## src/hdl/local_peak_window_integrator_defines.svh

```systemverilog
// assertion macros for the local peak window integrator
`ifndef LOCAL_PEAK_WINDOW_INTEGRATOR_DEFINES_SVH
`define LOCAL_PEAK_WINDOW_INTEGRATOR_DEFINES_SVH

`ifndef SYNTH
`define LPWI_ASSERT(lbl, prop, msg) \
    lbl: assert property (@(posedge clk) disable iff (!rst_n) prop) else $error(msg);
`define LPWI_ASSERT_NEXT(lbl, pre, post, msg) \
    lbl: assert property (@(posedge clk) disable iff (!rst_n) (pre) |=> (post)) else $error(msg);
`else
`define LPWI_ASSERT(lbl, prop, msg)
`define LPWI_ASSERT_NEXT(lbl, pre, post, msg)
`endif

`endif

```

## src/hdl/lpwi_ram.sv

```systemverilog
// generic single-port-write, single-port-read ram with registered read
module lpwi_ram #(
    parameter int WIDTH = 16,
    parameter int DEPTH = 128
) (
    input  logic                     clk,
    input  logic                     we,
    input  logic [$clog2(DEPTH)-1:0] waddr,
    input  logic [WIDTH-1:0]         wdata,
    input  logic                     re,
    input  logic [$clog2(DEPTH)-1:0] raddr,
    output logic [WIDTH-1:0]         rdata
);

    logic [WIDTH-1:0] mem [DEPTH];

    always_ff @(posedge clk)
    begin
        if (we)
        begin
            mem[waddr] <= wdata;
        end
        if (re)
        begin
            rdata <= mem[raddr];
        end
    end

endmodule

```

## config.mk

```make
export PLATFORM = sky130hd
export DESIGN_NAME = lpwi_ram
export DESIGN_NICKNAME = d
export VERILOG_FILES = /design/src/hdl/local_peak_window_integrator_defines.svh /design/src/hdl/lpwi_ram.sv
export SDC_FILE = /design/constraint.sdc
export NUM_CORES = 2
export LEC_CHECK = 0
export BUFFER_PORTS_ARGS = -buffer_cell sky130_fd_sc_hd__buf_2
export CAP_MARGIN = 0
export CELL_PAD_IN_SITES_DETAIL_PLACEMENT = 1
export CELL_PAD_IN_SITES_GLOBAL_PLACEMENT = 1
export CORE_MARGIN = 10
export CORE_UTILIZATION = 61
export CTS_CLUSTER_DIAMETER = 200
export DETAILED_ROUTE_END_ITERATION = 10
export GPL_TIMING_DRIVEN = 0
export PLACE_DENSITY_LB_ADDON = 0.1
export SYNTH_ARGS = -nofsm -noshare
export SYNTH_HDL_FRONTEND = slang
export SYNTH_SLANG_ARGS = --single-unit
```

## constraint.sdc

```tcl
create_clock -name clk -period 8.23 [get_ports clk]
set_input_delay 0 -clock clk [delete_from_list [all_inputs] [get_ports clk]]
set_output_delay 0 -clock clk [all_outputs]
set_load 0.005 [all_outputs]
```

==> results.tsv <==
stage	metric	value	unit
status	status	completed	
route	Routed Antenna Nets	0	
route	drt drc	0	
floorplanning	Die Ht	379	um
final_layout	commonest cells after routing, fill and taps aside	edfxtp_1, mux4_2, clkbuf_16	
placed_design	HPWL Detailed	136000	um
pwr	Tot Pwr	21.4	mW
route	Initial DRC Count	5283	
sta	final hold vios	0	
final_layout	fillcell total	9307	
clock_network	clock tree buffer depth	3	
sta	Max-slew headroom	5.24	%
global_routing	vias in the first global route	38127	
sta	max frequency	243	MHz
route	via/cell ratio	7.12	
synthesis	distinct cell type count after synthesis	16	
route	Routed wire per std cell	40.7	um
final_layout	post-route non-filler standard cell count	5215	
critical_path	reg2reg start	mem[21][3]$_DFFE_PP_	
floorplanning	I/O pin cnt	49	
worst_hold_path	Hold Crit Depth	3	
critical_path	flop-to-flop setup slack	5430	ps
synthesis	Synth area leader	edfxtp_1	
floorplanning	die area	144000	um2
sta	min cycle time layout	4120	ps
placed_design	Post-Place Setup Slack	3380	ps
global_routing	initial antenna violation count	26	
route	drt first pass iters	5	
sta	Final Slew Violations	0	
clock_network	post-CTS setup buffer count	0	
critical_path	Critical Path AT	4690	ps
placed_design	I/O Buffers	38	
final_layout	final instance area	88500	um2
sta	Final period util	50.0	%
job	number of max-cap violations	0	
synthesis	Mapped Area	78700	um2
synthesis	Syn Nets	3119	
clock_network	H-tree depth	4	
final_layout	synthesis-to-finish area growth	12.5	%
sta	post-route setup slack	4110	ps
critical_path	worst r2r path cells	4	
final_layout	final core occ	69.3	%
synthesis	#FFs+latches synth	2064	
synthesis	post-synthesis instance total	3086	
floorplanning	Core ar.	128000	um2
clock_network	clock latency on the worst-skew pair	840	ps
route	WL final	212000	um
critical_path	Worst EP required	8800	ps
worst_hold_path	Hold Path Class	input port to register	
critical_path	slowest library cell on the worst path	clkbuf_1	
global_routing	first-pass GRT wire length	300000	um
clock_network	CTS sink cnt	2064	
clock_network	post-CTS sizing	0	
critical_path	Critical Path Start Type	input port	
placed_design	GPL Wtd Cong	0.885	
final_layout	nets	3435	
final_layout	most common cell after layout, fill and taps aside	edfxtp_1	
floorplanning	FP Rows	131	
global_routing	grt total ovfl	0	
floorplanning	initial core utilization	61.5	%
placed_design	placed cells	4840	
global_routing	Global Route Usage Sum	30.2	%
critical_path	worst r2r dst	rdata[3]$_DFFE_PP_	
final_layout	share of cells above drive strength 1	34.3	%
synthesis	Synth Area per Inst	25.5	um2
critical_path	Crit. End Element	register	
synthesis	top-area cell type share of the netlist area	78.8	%
clock_network	clock-pin slew on the worst setup and hold paths	60	ps
worst_hold_path	Hold Startpoint	waddr[5]	
sta	Hold Slack	92.9	ps
sta	Final Skew	21.2	ps
floorplanning	Die Wd	379	um
synthesis	yosys warns	0	
pwr	Power per Cell Area	242	nW/um2
sta	setup tns final	0	ps
placed_design	Area after DPL	82200	um2
route	routed vias	37105	
critical_path	slowest stage delay, CP	1100	ps
pwr	worst vdd rail ir drop	0.252	mV
sta	Final setup violation count	0	
synthesis	top cells by area, synth	edfxtp_1, mux4_2, nor2_1, clkbuf_1, buf_2	
critical_path	worst path cell trace	clkbuf_1 > clkbuf_1 > buf_1 > mux4_2 > mux4_2 > mux4_2 > mux2_2	
clock_network	Root Buffer	clkbuf_16	
critical_path	CP most frequent cell	mux4_2	
synthesis	sequential fraction of the synthesis area	78.8	%
pwr	leakage	27.0	nW
clock_network	CTS tree	built	
critical_path	CP max FO	10	
sta	Worst-Margin Slew	1420	ps
clock_network	cts bufs inserted	195	
critical_path	crit path launch	raddr[2]	
worst_hold_path	Hold Path End	mem[98][12]$_DFFE_PP_	
critical_path	critical path class	input port to register	
global_routing	pin count of the biggest net entering global routing	96	
sta	RSZ-0062 raised after global routing	false	
layout make-up:
class	instances	area, um2	share of cell area [%]
tap	1662	2080	2.35
multi-input combinational	858	16300	18.5
timing repair buffer	119	1510	1.70
sequential	2064	62000	70.0
buffer	164	704	0.796
clock buffer	254	5210	5.88
clock inverter	83	698	0.789
antenna	11	27.5	0.0311
how the worst max path moves through the flow:
stage	to	depth (start not counted)	slack [ps]
after CTS	rdata[4]$_DFFE_PP_	7	4220
after floorplan	rdata[0]$_DFFE_PP_	6	5600
final	rdata[3]$_DFFE_PP_	7	4110
after global routing	rdata[3]$_DFFE_PP_	7	4070
after global placement	rdata[0]$_DFFE_PP_	7	3200
after detailed placement	rdata[4]$_DFFE_PP_	7	3380
critical path, delay by kind of cell:
family   cells  cell delay (ps)
buf+inv      3             2620
mux          4             2040
per-layer routing:
layer | vias up | routed length [um] | GRT usage [%]
met5 | - | 145 | 0.370
met4 | 22 | 9790 | 12.9
met3 | 466 | 22900 | 6.84
met2 | 2540 | 104000 | 47.5
met1 | 19960 | 75300 | 41.3
li1 | 14117 | - | -
report_power, final:
part           total (mW)  internal [mW]  switching (mW)
combinational        1.21          0.447           0.762
sequential           11.6           11.6          0.0137
clock                8.55           4.74            3.81
flip-flops by register name, indices dropped and copies added, names as in the netlist:
name	cells
rdata	16
mem	2048
Yosys cell counts:
cell type and count:
nand2b_1 2, nor2_1 122, nand2_1 14, edfxtp_1 2064
nand3_1 12, mux2_2 16, nand4_1 3, buf_1 28
mux4_2 672, buf_6 1, or3_1 1, clkbuf_1 82
nor3_1 9, buf_4 1, buf_2 52, nor2b_1 7
kinds of logic after synthesis:
group         count (synthesis)  synth area share [%]
mux                         688                  19.5
buf+inv                     164                 0.879
simple gates                170                 0.886
flops                      2064                  78.8
repair_timing:
item / in CTS / in global routing
hold buffers: 21 / 0
endpoints found under the setup margin: 0 / 0
endpoints found under the hold margin: 1135 / 0
Note: power is estimated with default switching activity, not from simulation.
